File: src/cmtp_pkg.sv
`default_nettype none

package cmtp_pkg;

    // Request types on the two streaming channels.
    typedef struct packed {
        logic [7:0] char_code;
        logic       block_start;
    } cmtp_in_t;

    typedef struct packed {
        logic [3:0]  voice;
        logic [31:0] start_time;
        logic [23:0] duration;
        logic [22:0] frequency_q8;
        logic        is_rest;
        logic [31:0] block_length;
        logic [2:0]  error_code;
    } cmtp_out_t;

    // Command handed from the parser front to the timing back end.
    typedef struct packed {
        logic        clear;
        logic        emit;
        logic [2:0]  error_code;
        logic [3:0]  voice;
        logic        rest;
        logic [22:0] freq;
        logic [2:0]  len_shift;
    } cmtp_cmd_t;

    // Queue status seen by the front.
    typedef struct packed {
        logic full;
        logic empty;
    } cmtp_q_status_t;

    localparam int unsigned QUEUE_DEPTH = 4;
    localparam int unsigned QPTR_W      = 2;
    localparam int unsigned QCNT_W      = 3;

    localparam logic [23:0] WHOLE_RESET = 24'd144000;

    // Error codes.
    localparam logic [2:0] ERR_NONE    = 3'd0;
    localparam logic [2:0] ERR_OCTAVE  = 3'd1;
    localparam logic [2:0] ERR_UNKNOWN = 3'd2;
    localparam logic [2:0] ERR_OUTSIDE = 3'd3;
    localparam logic [2:0] ERR_VOICE   = 3'd4;
    localparam logic [2:0] ERR_RANGE   = 3'd5;

    // Accidentals.
    localparam logic [1:0] ACC_NATURAL = 2'd0;
    localparam logic [1:0] ACC_SHARP   = 2'd1;
    localparam logic [1:0] ACC_FLAT    = 2'd2;

    // Length shifts applied to the whole note.
    localparam logic [2:0] LEN_WHOLE   = 3'd0;
    localparam logic [2:0] LEN_HALF    = 3'd1;
    localparam logic [2:0] LEN_QUARTER = 3'd2;
    localparam logic [2:0] LEN_EIGHTH  = 3'd3;
    localparam logic [2:0] LEN_16TH    = 3'd4;
    localparam logic [2:0] LEN_32ND    = 3'd5;

    localparam logic [3:0] OCTAVE_RESET = 4'd4;

    // Characters of the text.
    localparam logic [7:0] CH_UPPER_A = 8'h41;
    localparam logic [7:0] CH_UPPER_Z = 8'h5A;
    localparam logic [7:0] CASE_OFFS  = 8'h20;
    localparam logic [7:0] CH_0       = 8'h30;
    localparam logic [7:0] CH_1       = 8'h31;
    localparam logic [7:0] CH_3       = 8'h33;
    localparam logic [7:0] CH_9       = 8'h39;
    localparam logic [7:0] CH_SHARP   = 8'h23;
    localparam logic [7:0] CH_FLAT    = 8'h24;
    localparam logic [7:0] CH_A       = 8'h61;
    localparam logic [7:0] CH_B       = 8'h62;
    localparam logic [7:0] CH_C       = 8'h63;
    localparam logic [7:0] CH_D       = 8'h64;
    localparam logic [7:0] CH_E       = 8'h65;
    localparam logic [7:0] CH_F       = 8'h66;
    localparam logic [7:0] CH_G       = 8'h67;
    localparam logic [7:0] CH_H       = 8'h68;
    localparam logic [7:0] CH_I       = 8'h69;
    localparam logic [7:0] CH_O       = 8'h6F;
    localparam logic [7:0] CH_Q       = 8'h71;
    localparam logic [7:0] CH_R       = 8'h72;
    localparam logic [7:0] CH_S       = 8'h73;
    localparam logic [7:0] CH_V       = 8'h76;
    localparam logic [7:0] CH_W       = 8'h77;

    // Lowest octave pitches in Hz with 16 fraction bits, one per semitone above A.
    function automatic logic [21:0] pitch_q16(input logic [3:0] semi);
        logic [21:0] t;
        case (semi)
            4'd0:    t = 22'd1802240;
            4'd1:    t = 22'd1909407;
            4'd2:    t = 22'd2022946;
            4'd3:    t = 22'd2143237;
            4'd4:    t = 22'd2270680;
            4'd5:    t = 22'd2405702;
            4'd6:    t = 22'd2548752;
            4'd7:    t = 22'd2700309;
            4'd8:    t = 22'd2860878;
            4'd9:    t = 22'd3030994;
            4'd10:   t = 22'd3211227;
            4'd11:   t = 22'd3402176;
            default: t = 22'd0;
        endcase
        return t;
    endfunction

endpackage

`default_nettype wire

File: src/cmtp_front.sv
`default_nettype none

module cmtp_front #(
    parameter int unsigned VOICE_COUNT = 9
) (
    input  wire logic                   clk,
    input  wire logic                   rst_n,
    input  wire logic                   char_valid,
    output logic                        char_ready,
    input  wire cmtp_pkg::cmtp_in_t     char_data,
    input  wire cmtp_pkg::cmtp_q_status_t q_status,
    output logic                        push,
    output cmtp_pkg::cmtp_cmd_t         push_cmd
);

    localparam logic [7:0] VoiceLast = 8'(32'(cmtp_pkg::CH_1) + VOICE_COUNT - 1);

    logic       expect_voice_reg, expect_voice_next;
    logic       expect_octave_reg, expect_octave_next;
    logic       in_voice_reg, in_voice_next;
    logic [3:0] active_voice_reg, active_voice_next;
    logic [3:0] octave_reg, octave_next;
    logic [1:0] accidental_reg, accidental_next;
    logic [2:0] len_reg, len_next;

    logic [7:0]  c;
    logic [7:0]  lc;
    logic [7:0]  c_from_1;
    logic [7:0]  c_from_0;
    logic        accept;

    // Pitch decode of the current letter.
    logic [3:0]  base_semi;
    logic        lower_octave;
    logic [3:0]  semi;
    logic [1:0]  oct_dec;
    logic        below_range;
    logic [3:0]  oct_eff;
    logic [31:0] freq_wide;

    assign char_ready = !q_status.full;
    assign accept     = char_valid && char_ready;
    assign c          = char_data.char_code;
    assign lc         = (c >= cmtp_pkg::CH_UPPER_A && c <= cmtp_pkg::CH_UPPER_Z)
                        ? c + cmtp_pkg::CASE_OFFS : c;
    assign c_from_1   = c - cmtp_pkg::CH_1;
    assign c_from_0   = c - cmtp_pkg::CH_0;

    // Semitone above A and octave adjust for each note letter.
    always_comb
    begin
        base_semi    = 4'd0;
        lower_octave = 1'b0;
        case (lc)
            cmtp_pkg::CH_B: base_semi = 4'd2;
            cmtp_pkg::CH_C: begin base_semi = 4'd3;  lower_octave = 1'b1; end
            cmtp_pkg::CH_D: begin base_semi = 4'd5;  lower_octave = 1'b1; end
            cmtp_pkg::CH_E: begin base_semi = 4'd7;  lower_octave = 1'b1; end
            cmtp_pkg::CH_F: begin base_semi = 4'd8;  lower_octave = 1'b1; end
            cmtp_pkg::CH_G: begin base_semi = 4'd10; lower_octave = 1'b1; end
            default:        base_semi = 4'd0;
        endcase
    end

    // Apply the accidental; a flat A wraps to G sharp one octave down.
    always_comb
    begin
        semi    = base_semi;
        oct_dec = {1'b0, lower_octave};
        if (accidental_reg == cmtp_pkg::ACC_SHARP)
        begin
            semi = base_semi + 4'd1;
        end
        else if (accidental_reg == cmtp_pkg::ACC_FLAT)
        begin
            if (base_semi == 4'd0)
            begin
                semi    = 4'd11;
                oct_dec = 2'({1'b0, lower_octave}) + 2'd1;
            end
            else
            begin
                semi = base_semi - 4'd1;
            end
        end
    end

    assign below_range = octave_reg < {2'b00, oct_dec};
    assign oct_eff     = octave_reg - {2'b00, oct_dec};
    assign freq_wide   = (32'(cmtp_pkg::pitch_q16(semi)) << oct_eff) + 32'd128;

    // Parser state update and command build.
    always_comb
    begin
        expect_voice_next  = expect_voice_reg;
        expect_octave_next = expect_octave_reg;
        in_voice_next      = in_voice_reg;
        active_voice_next  = active_voice_reg;
        octave_next        = octave_reg;
        accidental_next    = accidental_reg;
        len_next           = len_reg;

        push_cmd            = '0;
        push_cmd.clear      = char_data.block_start;
        push_cmd.voice      = active_voice_reg;
        push_cmd.len_shift  = len_reg;
        push_cmd.error_code = cmtp_pkg::ERR_NONE;

        if (expect_voice_reg)
        begin
            expect_voice_next = 1'b0;
            if (c >= cmtp_pkg::CH_1 && c <= VoiceLast)
            begin
                active_voice_next = c_from_1[3:0];
                in_voice_next     = 1'b1;
                octave_next       = cmtp_pkg::OCTAVE_RESET;
                accidental_next   = cmtp_pkg::ACC_NATURAL;
                len_next          = cmtp_pkg::LEN_WHOLE;
            end
            else
            begin
                in_voice_next       = 1'b0;
                push_cmd.emit       = 1'b1;
                push_cmd.error_code = cmtp_pkg::ERR_VOICE;
            end
        end
        else if (expect_octave_reg)
        begin
            expect_octave_next = 1'b0;
            if (c >= cmtp_pkg::CH_0 && c <= cmtp_pkg::CH_9)
            begin
                octave_next = c_from_0[3:0];
            end
            else
            begin
                if (lc == cmtp_pkg::CH_V)
                begin
                    expect_voice_next = 1'b1;
                end
                push_cmd.emit       = 1'b1;
                push_cmd.error_code = cmtp_pkg::ERR_OCTAVE;
            end
        end
        else if (lc == cmtp_pkg::CH_V)
        begin
            expect_voice_next = 1'b1;
        end
        else if (!in_voice_reg)
        begin
            push_cmd.emit       = 1'b1;
            push_cmd.error_code = cmtp_pkg::ERR_OUTSIDE;
        end
        else
        begin
            case (lc)
                cmtp_pkg::CH_O:     expect_octave_next = 1'b1;
                cmtp_pkg::CH_SHARP: accidental_next = cmtp_pkg::ACC_SHARP;
                cmtp_pkg::CH_FLAT:  accidental_next = cmtp_pkg::ACC_FLAT;
                cmtp_pkg::CH_3:     len_next = cmtp_pkg::LEN_32ND;
                cmtp_pkg::CH_S:     len_next = cmtp_pkg::LEN_16TH;
                cmtp_pkg::CH_I:     len_next = cmtp_pkg::LEN_EIGHTH;
                cmtp_pkg::CH_Q:     len_next = cmtp_pkg::LEN_QUARTER;
                cmtp_pkg::CH_H:     len_next = cmtp_pkg::LEN_HALF;
                cmtp_pkg::CH_W:     len_next = cmtp_pkg::LEN_WHOLE;
                cmtp_pkg::CH_A, cmtp_pkg::CH_B, cmtp_pkg::CH_C, cmtp_pkg::CH_D,
                cmtp_pkg::CH_E, cmtp_pkg::CH_F, cmtp_pkg::CH_G:
                begin
                    accidental_next = cmtp_pkg::ACC_NATURAL;
                    push_cmd.emit   = 1'b1;
                    if (below_range)
                    begin
                        push_cmd.error_code = cmtp_pkg::ERR_RANGE;
                    end
                    else
                    begin
                        push_cmd.freq = freq_wide[30:8];
                    end
                end
                cmtp_pkg::CH_R:
                begin
                    accidental_next = cmtp_pkg::ACC_NATURAL;
                    push_cmd.emit   = 1'b1;
                    push_cmd.rest   = 1'b1;
                end
                default:
                begin
                    push_cmd.emit       = 1'b1;
                    push_cmd.error_code = cmtp_pkg::ERR_UNKNOWN;
                end
            endcase
        end
    end

    // Only requests that clear the block or give a result reach the queue.
    assign push = accept && (push_cmd.emit || push_cmd.clear);

    // Parser state registers.
    always_ff @(posedge clk or negedge rst_n)
    begin
        if (!rst_n)
        begin
            expect_voice_reg  <= 1'b0;
            expect_octave_reg <= 1'b0;
            in_voice_reg      <= 1'b0;
            active_voice_reg  <= 4'd0;
            octave_reg        <= cmtp_pkg::OCTAVE_RESET;
            accidental_reg    <= cmtp_pkg::ACC_NATURAL;
            len_reg           <= cmtp_pkg::LEN_WHOLE;
        end
        else if (accept)
        begin
            expect_voice_reg  <= expect_voice_next;
            expect_octave_reg <= expect_octave_next;
            in_voice_reg      <= in_voice_next;
            active_voice_reg  <= active_voice_next;
            octave_reg        <= octave_next;
            accidental_reg    <= accidental_next;
            len_reg           <= len_next;
        end
    end

    // The parser never waits for a voice digit and an octave digit at once.
    assert property (@(posedge clk) disable iff (!rst_n)
        !(expect_voice_reg && expect_octave_reg))
    else $error("front waits for voice and octave digit together");

    // A selected voice always has a time slot.
    assert property (@(posedge clk) disable iff (!rst_n)
        32'(active_voice_reg) < VOICE_COUNT)
    else $error("active voice out of range");

endmodule

`default_nettype wire

File: src/cmtp_queue.sv
`default_nettype none

module cmtp_queue (
    input  wire logic                clk,
    input  wire logic                rst_n,
    input  wire logic                push,
    input  wire cmtp_pkg::cmtp_cmd_t push_cmd,
    input  wire logic                pop,
    output cmtp_pkg::cmtp_cmd_t      head_cmd,
    output cmtp_pkg::cmtp_q_status_t status
);

    cmtp_pkg::cmtp_cmd_t mem_reg [cmtp_pkg::QUEUE_DEPTH];

    logic [cmtp_pkg::QPTR_W-1:0] wr_ptr_reg;
    logic [cmtp_pkg::QPTR_W-1:0] rd_ptr_reg;
    logic [cmtp_pkg::QCNT_W-1:0] count_reg;
    logic [cmtp_pkg::QCNT_W-1:0] count_next;

    assign status.full  = count_reg == cmtp_pkg::QCNT_W'(cmtp_pkg::QUEUE_DEPTH);
    assign status.empty = count_reg == '0;
    assign head_cmd     = mem_reg[rd_ptr_reg];

    // Occupancy follows pushes and pops.
    always_comb
    begin
        count_next = count_reg;
        if (push && !pop)
        begin
            count_next = count_reg + 1'b1;
        end
        else if (pop && !push)
        begin
            count_next = count_reg - 1'b1;
        end
    end

    // Pointers and count.
    always_ff @(posedge clk or negedge rst_n)
    begin
        if (!rst_n)
        begin
            wr_ptr_reg <= '0;
            rd_ptr_reg <= '0;
            count_reg  <= '0;
        end
        else
        begin
            if (push)
            begin
                wr_ptr_reg <= wr_ptr_reg + 1'b1;
            end
            if (pop)
            begin
                rd_ptr_reg <= rd_ptr_reg + 1'b1;
            end
            count_reg <= count_next;
        end
    end

    // Command storage.
    always_ff @(posedge clk)
    begin
        if (push)
        begin
            mem_reg[wr_ptr_reg] <= push_cmd;
        end
    end

    // Pushes only into free space and pops only from held entries.
    assert property (@(posedge clk) disable iff (!rst_n)
        !(push && status.full) && !(pop && status.empty))
    else $error("queue overrun or underrun");

    // Occupancy matches the pointer distance.
    assert property (@(posedge clk) disable iff (!rst_n)
        (count_reg[cmtp_pkg::QPTR_W-1:0] == (wr_ptr_reg - rd_ptr_reg)))
    else $error("queue count out of step with pointers");

endmodule

`default_nettype wire

File: src/cmtp_back.sv
`default_nettype none

module cmtp_back #(
    parameter int unsigned VOICE_COUNT = 9,
    parameter int unsigned TIME_BITS   = 32
) (
    input  wire logic                 clk,
    input  wire logic                 rst_n,
    input  wire logic [23:0]          whole_note_samples,
    input  wire cmtp_pkg::cmtp_cmd_t  head_cmd,
    input  wire cmtp_pkg::cmtp_q_status_t q_status,
    output logic                      pop,
    output logic                      note_valid,
    input  wire logic                 note_ready,
    output cmtp_pkg::cmtp_out_t       note_data
);

    localparam int unsigned VoiceIdxW = (VOICE_COUNT > 1) ? $clog2(VOICE_COUNT) : 1;
    localparam int unsigned SumW      = ((TIME_BITS > 24) ? TIME_BITS : 24) + 1;
    localparam int unsigned CapW      = (TIME_BITS > 32) ? TIME_BITS : 32;
    localparam logic [TIME_BITS-1:0] TimeMax = {TIME_BITS{1'b1}};

    logic [TIME_BITS-1:0] voice_time_reg  [VOICE_COUNT];
    logic [TIME_BITS-1:0] voice_time_next [VOICE_COUNT];
    logic [TIME_BITS-1:0] longest_reg, longest_next;

    cmtp_pkg::cmtp_out_t out_reg, out_next;
    logic                out_valid_reg;

    logic [VoiceIdxW-1:0] vidx;
    logic                 is_note;
    logic                 out_free;
    logic [TIME_BITS-1:0] start;
    logic [TIME_BITS-1:0] base_longest;
    logic [23:0]          dur;
    logic [SumW-1:0]      sum;
    logic [TIME_BITS-1:0] stop_time;
    logic [TIME_BITS-1:0] new_longest;

    // Caps a time value to the 32-bit report width.
    function automatic logic [31:0] cap32(input logic [TIME_BITS-1:0] t);
        logic [CapW-1:0] ext;
        ext = CapW'(t);
        return (ext > CapW'(32'hFFFF_FFFF)) ? 32'hFFFF_FFFF : ext[31:0];
    endfunction

    assign out_free   = !out_valid_reg || note_ready;
    assign pop        = !q_status.empty && out_free;
    assign note_valid = out_valid_reg;
    assign note_data  = out_reg;

    assign vidx    = head_cmd.voice[VoiceIdxW-1:0];
    assign is_note = head_cmd.emit && (head_cmd.error_code == cmtp_pkg::ERR_NONE);

    // Time advance with saturation; a block start sees cleared times.
    assign start        = head_cmd.clear ? '0 : voice_time_reg[vidx];
    assign base_longest = head_cmd.clear ? '0 : longest_reg;
    assign dur          = whole_note_samples >> head_cmd.len_shift;
    assign sum          = SumW'(start) + SumW'(dur);
    assign stop_time    = (sum > SumW'(TimeMax)) ? TimeMax : sum[TIME_BITS-1:0];
    assign new_longest  = (stop_time > base_longest) ? stop_time : base_longest;

    // Next voice times and block length.
    always_comb
    begin
        for (int i = 0; i < VOICE_COUNT; i++)
        begin
            voice_time_next[i] = head_cmd.clear ? '0 : voice_time_reg[i];
        end
        longest_next = base_longest;
        if (is_note)
        begin
            voice_time_next[vidx] = stop_time;
            longest_next          = new_longest;
        end
    end

    // Result fields; an error carries only voice, error code and block length.
    always_comb
    begin
        out_next              = '0;
        out_next.voice        = head_cmd.voice;
        out_next.error_code   = head_cmd.error_code;
        out_next.block_length = cap32(base_longest);
        if (is_note)
        begin
            out_next.start_time   = cap32(start);
            out_next.duration     = dur;
            out_next.frequency_q8 = head_cmd.freq;
            out_next.is_rest      = head_cmd.rest;
            out_next.block_length = cap32(new_longest);
        end
    end

    // Voice time state.
    always_ff @(posedge clk or negedge rst_n)
    begin
        if (!rst_n)
        begin
            for (int i = 0; i < VOICE_COUNT; i++)
            begin
                voice_time_reg[i] <= '0;
            end
            longest_reg <= '0;
        end
        else if (pop)
        begin
            for (int i = 0; i < VOICE_COUNT; i++)
            begin
                voice_time_reg[i] <= voice_time_next[i];
            end
            longest_reg <= longest_next;
        end
    end

    // Output register.
    always_ff @(posedge clk or negedge rst_n)
    begin
        if (!rst_n)
        begin
            out_valid_reg <= 1'b0;
        end
        else if (out_free)
        begin
            out_valid_reg <= pop && head_cmd.emit;
        end
    end

    always_ff @(posedge clk)
    begin
        if (pop && head_cmd.emit)
        begin
            out_reg <= out_next;
        end
    end

    // An error result never carries timing or pitch.
    assert property (@(posedge clk) disable iff (!rst_n)
        (note_valid && note_data.error_code != cmtp_pkg::ERR_NONE) |->
        (note_data.duration == '0 && note_data.frequency_q8 == '0 &&
         note_data.start_time == '0 && !note_data.is_rest))
    else $error("error result carries note fields");

endmodule

`default_nettype wire

File: src/compact_music_text_parser_core.sv
`default_nettype none

// Compact music text parser. One ASCII character is taken per request on the
// char channel; note letters and rests give one result on the note channel,
// setting characters give none, and errors give a flagged result. The block
// takes one character every cycle while the queue is not full: the front
// decodes a character and its pitch combinationally, a four-entry command
// queue follows, and the back end advances the per-voice time accumulators
// and loads the result register once per cycle while a command is queued
// and the result register is free. A stalled note channel first fills the
// queue and then holds char_ready low. The whole note length must be written
// on the cfg channel while the block is idle; the block does not enforce this.
module compact_music_text_parser_core #(
    parameter int unsigned VOICE_COUNT = 9,
    parameter int unsigned TIME_BITS   = 32
) (
    input  wire logic                clk,
    input  wire logic                rst_n,
    input  wire logic                char_valid,
    output logic                     char_ready,
    input  wire cmtp_pkg::cmtp_in_t  char_data,
    output logic                     note_valid,
    input  wire logic                note_ready,
    output cmtp_pkg::cmtp_out_t      note_data,
    input  wire logic                cfg_valid,
    output logic                     cfg_ready,
    input  wire logic [23:0]         cfg_data
);

    logic [23:0]              whole_reg;
    logic                     push;
    logic                     pop;
    cmtp_pkg::cmtp_cmd_t      push_cmd;
    cmtp_pkg::cmtp_cmd_t      head_cmd;
    cmtp_pkg::cmtp_q_status_t q_status;

    // Whole note length register.
    assign cfg_ready = 1'b1;

    always_ff @(posedge clk or negedge rst_n)
    begin
        if (!rst_n)
        begin
            whole_reg <= cmtp_pkg::WHOLE_RESET;
        end
        else if (cfg_valid && cfg_ready)
        begin
            whole_reg <= cfg_data;
        end
    end

    cmtp_front #(
        .VOICE_COUNT (VOICE_COUNT)
    ) u_front (
        .clk        (clk),
        .rst_n      (rst_n),
        .char_valid (char_valid),
        .char_ready (char_ready),
        .char_data  (char_data),
        .q_status   (q_status),
        .push       (push),
        .push_cmd   (push_cmd)
    );

    cmtp_queue u_queue (
        .clk      (clk),
        .rst_n    (rst_n),
        .push     (push),
        .push_cmd (push_cmd),
        .pop      (pop),
        .head_cmd (head_cmd),
        .status   (q_status)
    );

    cmtp_back #(
        .VOICE_COUNT (VOICE_COUNT),
        .TIME_BITS   (TIME_BITS)
    ) u_back (
        .clk                (clk),
        .rst_n              (rst_n),
        .whole_note_samples (whole_reg),
        .head_cmd           (head_cmd),
        .q_status           (q_status),
        .pop                (pop),
        .note_valid         (note_valid),
        .note_ready         (note_ready),
        .note_data          (note_data)
    );

endmodule

`default_nettype wire
File: config.mk
export PLATFORM = sky130hd
export DESIGN_NAME = compact_music_text_parser_core
export DESIGN_NICKNAME = d
export VERILOG_FILES = /design/src/cmtp_pkg.sv /design/src/cmtp_front.sv /design/src/cmtp_queue.sv /design/src/cmtp_back.sv /design/src/compact_music_text_parser_core.sv
export SDC_FILE = /design/constraint.sdc
export NUM_CORES = 1
export LEC_CHECK = 0
export ABC_AREA = 1
export BUFFER_PORTS_ARGS = -buffer_cell sky130_fd_sc_hd__buf_2
export CORE_MARGIN = 2
export CORE_UTILIZATION = 25
export DETAILED_ROUTE_END_ITERATION = 10
export PLACE_DENSITY = 0.49
export SETUP_SLACK_MARGIN = 0.1
export SKIP_LAST_GASP = 1
export SLEW_MARGIN = 10
export SYNTH_ARGS = -nofsm -noshare
export SYNTH_HDL_FRONTEND = slang
export SYNTH_HIERARCHICAL = 1
export SYNTH_SLANG_ARGS = --single-unit
File: constraint.sdc
create_clock -name clk -period 21.8 [get_ports clk]
set_input_delay 0 -clock clk [delete_from_list [all_inputs] [get_ports clk]]
set_output_delay 0 -clock clk [all_outputs]
set_load 0.01 [all_outputs]
==> run_results.csv <==
group,metric,value,unit
outcome,outcome,"complete, but fails checks",
outcome,failed_checks,"negative hold slack",
timing,grt_setup_unrepaired,"false",
clock_tree,root_buffer,"sky130_fd_sc_hd__clkbuf_16",
drt,vias,33100,
cells_and_area,largest_reg_flops,288,
setup_path,critical_path_required,22.21,ns
synth,cell_area_after_technology_mapping,0.0363,mm²
clock_tree,sinks_on_clock_net,631,
drt,first_pass_iters,6,
drt,detail_route.drc_violations,0,
synth,synth_warnings,6,
timing,finalHoldWorstSlack,-0.0232,ns
clock_tree,htree_levels,3,
synth,synth_top_cell_by_area,"sky130_fd_sc_hd__dfrtp_1",
cells_and_area,post_route_cells_drive_above_1_share,0.0951,
cells_and_area,finalInstanceArea,0.0418,mm²
setup_path,timing.critical_path.mode_cell,"sky130_fd_sc_hd__nand2_1",
timing,fin_tns_setup,0,ns
floorplan,die_area,0.148,mm²
cells_and_area,finish.cell_count_without_fillers,6544,
place,place_inst,6328,
floorplan,die_height,385,µm
timing,final_setup_margin,11.97,ns
clock_tree,cts-root-to-sink-buffers,3,
drt,avgViaCountPerCell,5.05,
synth,ys_top_cells_by_area,"sky130_fd_sc_hd__dfrtp_1 (25%), sky130_fd_sc_hd__edfxtp_1 (22%), sky130_fd_sc_hd__nand2_1 (13%)",
synth,async_flop_share,0.583,
setup_path,critPathKind,"flip-flop to flip-flop",
cells_and_area,syn2layout_area_growth,15.1,%
cells_and_area,design.final.nets,4704,
synth,synth_seq_area_share,0.472,
clock_tree,post-cts-setup-buffer-count,0,
clock_tree,insertion_delay,0.67,ns
timing,timing_worst_slew_pin_value,1.15,ns
drt,ant_nets,0,
timing,time_the_final_worst_path_needs_with_i_o_delays_and_setup,9.83,ns
clock_tree,worst_setup_hold_path_clk_slew,0.07,ns
drt,initial_drc_count,3494,
cells_and_area,ff_latch_area,0.0171,mm²
synth,post_synth_most_frequent_cells,"sky130_fd_sc_hd__nand2_1 (1246), sky130_fd_sc_hd__inv_1 (411), sky130_fd_sc_hd__nor2_1 (407)",
synth,yosysMostFrequentCell,"sky130_fd_sc_hd__nand2_1",
global_routing,track_usage,0.174,
timing,fmaxAchievable,0.102,GHz
floorplan,initial_utilization,0.252,
clock_tree,cts_hold_buffers,82,
floorplan,core_region_area,0.144,mm²
place,place.gp.congestion,0.911,
timing,timing.clock.skew,0.0296,ns
timing,report.final.slew_viol_count,0,
setup_path,timing.critical_path.from_type,"flip-flop",
clock_tree,tritoncts,"yes",
clock_tree,cts_inserted_buffers,73,
timing,final_number_of_setup_violating_endpoints,0,
setup_path,cpPeakStageDelay,0.90,ns
synth,synth.avg_cell_area,8.02,µm²
timing,timing.max_slew.rel_slack,0.229,
clock_tree,cts-resized-gates,0,
synth,synth_nets,4643,
synth,synth_top_cell_area_share,0.250,
setup_path,timing.critical_path.arrival,10.24,ns
global_routing,first_global_vias,31500,
setup_path,cpMaxStageDelayCell,"sky130_fd_sc_hd__dfrtp_4",
floorplan,floorplan.rows,139,
synth,synthDistinctLibCells,63,
global_routing,largest_net_degree_at_the_start_of_global_routing,162,
floorplan,floorplan.io_pins,160,
setup_path,cp_max_fo,79,
place,detailedPlacementHpwl,81.3,mm
synth,yosys_register_bits,631,
global_routing,grt_antenna_before_repair,5,
global_routing,grt_overflow_total,0,
timing,min_period_over_period,0.451,
floorplan,die_w,385,µm
timing,report.final.hold_viol_count,28,
drt,routed_wirelength,132,mm
drt,post_drt_wl_per_cell,20.2,µm
synth,postSynthCellCount,4521,
place,placement.cell_area,0.0385,mm²
setup_path,critPathCaptureType,"flip-flop",
synth,number_of_enable_type_register_cells_in_the_synthesized_netlist,263,
place,port-buffer-count,158,
synth,commonest_register_cell_after_synthesis,"sky130_fd_sc_hd__dfrtp_1",
place,preCtsSetupSlack,12.23,ns
cells_and_area,multi_input_area,0.0161,mm²
run,maximum_capacitance_violations,0,
global_routing,grt_pass1_wl,199,mm
setup_path,timing.critical_path.max_delay_family,"simple AND/OR/NAND/NOR gates",
min_path,min_path_type,"input pin to async pin",
cells_and_area,nFillCells,15300,
setup_path,worst-path-buf-inv,7,
## per-layer routing
layer | GRT usage | part of all wire | vias to the layer above
met2 | 0.279 | 0.46 | 1266
met1 | 0.237 | 0.44 | 16100
met3 | 0.0276 | 0.066 | 213
met4 | 0.0632 | 0.033 | 0
met5 | 0 | 0 | -
li1 | - | - | 15400
## cell families after synthesis
family / count (synthesis) / synth area share
simple gates: 2040 / 0.234
compound gates: 994 / 0.170
buf+inv: 743 / 0.0872
flops: 631 / 0.472
fa+ha+maj: 84 / 0.0296
xor+xnor: 28 / 0.00676
other cells: 1 / 0.000103
## final cells by class
| type | count | share of cell area |
|---|---|---|
| clock buffers | 98 | 0.0504 |
| inverters | 432 | 0.0396 |
| repair buffers | 297 | 0.0500 |
| flip-flops and latches | 631 | 0.410 |
| multi-input cells | 3147 | 0.384 |
| well taps | 1903 | 0.0570 |
| clock inverters | 34 | 0.00884 |
| diodes | 2 | 0.000120 |
## stage by stage
stage,utilization,hold slack [ns]
CTS,0.290,0.0104
global route,0.290,0.0373
global placement,0.267,0.0750
detailed placement,0.267,0.0626
floorplan,-,-0.296
finish,0.290,-0.0232
## cells in the final DEF, fill, tap and decap left out, types with 16 or more instances in the layout
master / n
sky130_fd_sc_hd__a21oi_1: 259
sky130_fd_sc_hd__a22oi_1: 142
sky130_fd_sc_hd__a31oi_1: 293
sky130_fd_sc_hd__buf_2: 157
sky130_fd_sc_hd__buf_4: 54
sky130_fd_sc_hd__clkbuf_16: 78
sky130_fd_sc_hd__dfrtp_1: 361
sky130_fd_sc_hd__dlygate4sd3_1: 82
sky130_fd_sc_hd__edfxtp_1: 263
sky130_fd_sc_hd__ha_1: 81
sky130_fd_sc_hd__inv_1: 407
sky130_fd_sc_hd__inv_2: 16
sky130_fd_sc_hd__nand2_1: 1246
sky130_fd_sc_hd__nand2_2: 30
sky130_fd_sc_hd__nand3_1: 247
sky130_fd_sc_hd__nand4_1: 31
sky130_fd_sc_hd__nor2_1: 404
sky130_fd_sc_hd__nor3_1: 18
sky130_fd_sc_hd__o211ai_1: 89
sky130_fd_sc_hd__o21ai_0: 114
sky130_fd_sc_hd__o21ai_1: 20
sky130_fd_sc_hd__o221ai_1: 37
sky130_fd_sc_hd__xnor2_1: 18
## path summary, 6_finish.rpt
| path | from | endpoint | slack [ns] | cells after the start |
|---|---|---|---|---|
| worst min-delay path | rst_n | u_back/voice_time_reg[194]$_DFFE_PN0P_ | -0.02 | 2 |
| worst min register to register | u_back/longest_reg[25]$_DFFE_PN0P_ | u_back/longest_reg[25]$_DFFE_PN0P_ | 0.48 | 2 |
| max in group asynchronous | rst_n | u_queue/rd_ptr_reg[0]$_DFFE_PN0P_ | 20.31 | 3 |
| worst max register to register | u_queue/rd_ptr_reg[0]$_DFFE_PN0P_ | u_back/note_data[33]$_DFFE_PP_ | 11.97 | 33 |
| worst max-delay path | u_queue/rd_ptr_reg[0]$_DFFE_PN0P_ | u_back/note_data[33]$_DFFE_PP_ | 11.97 | 33 |
| min in group clk | char_data[6] | u_front/active_voice_reg[2]$_DFFE_PN0P_ | 0.06 | 6 |
Power is not shown: default switching activity piles up to over one toggle a cycle in this logic, so the estimate is an artifact.
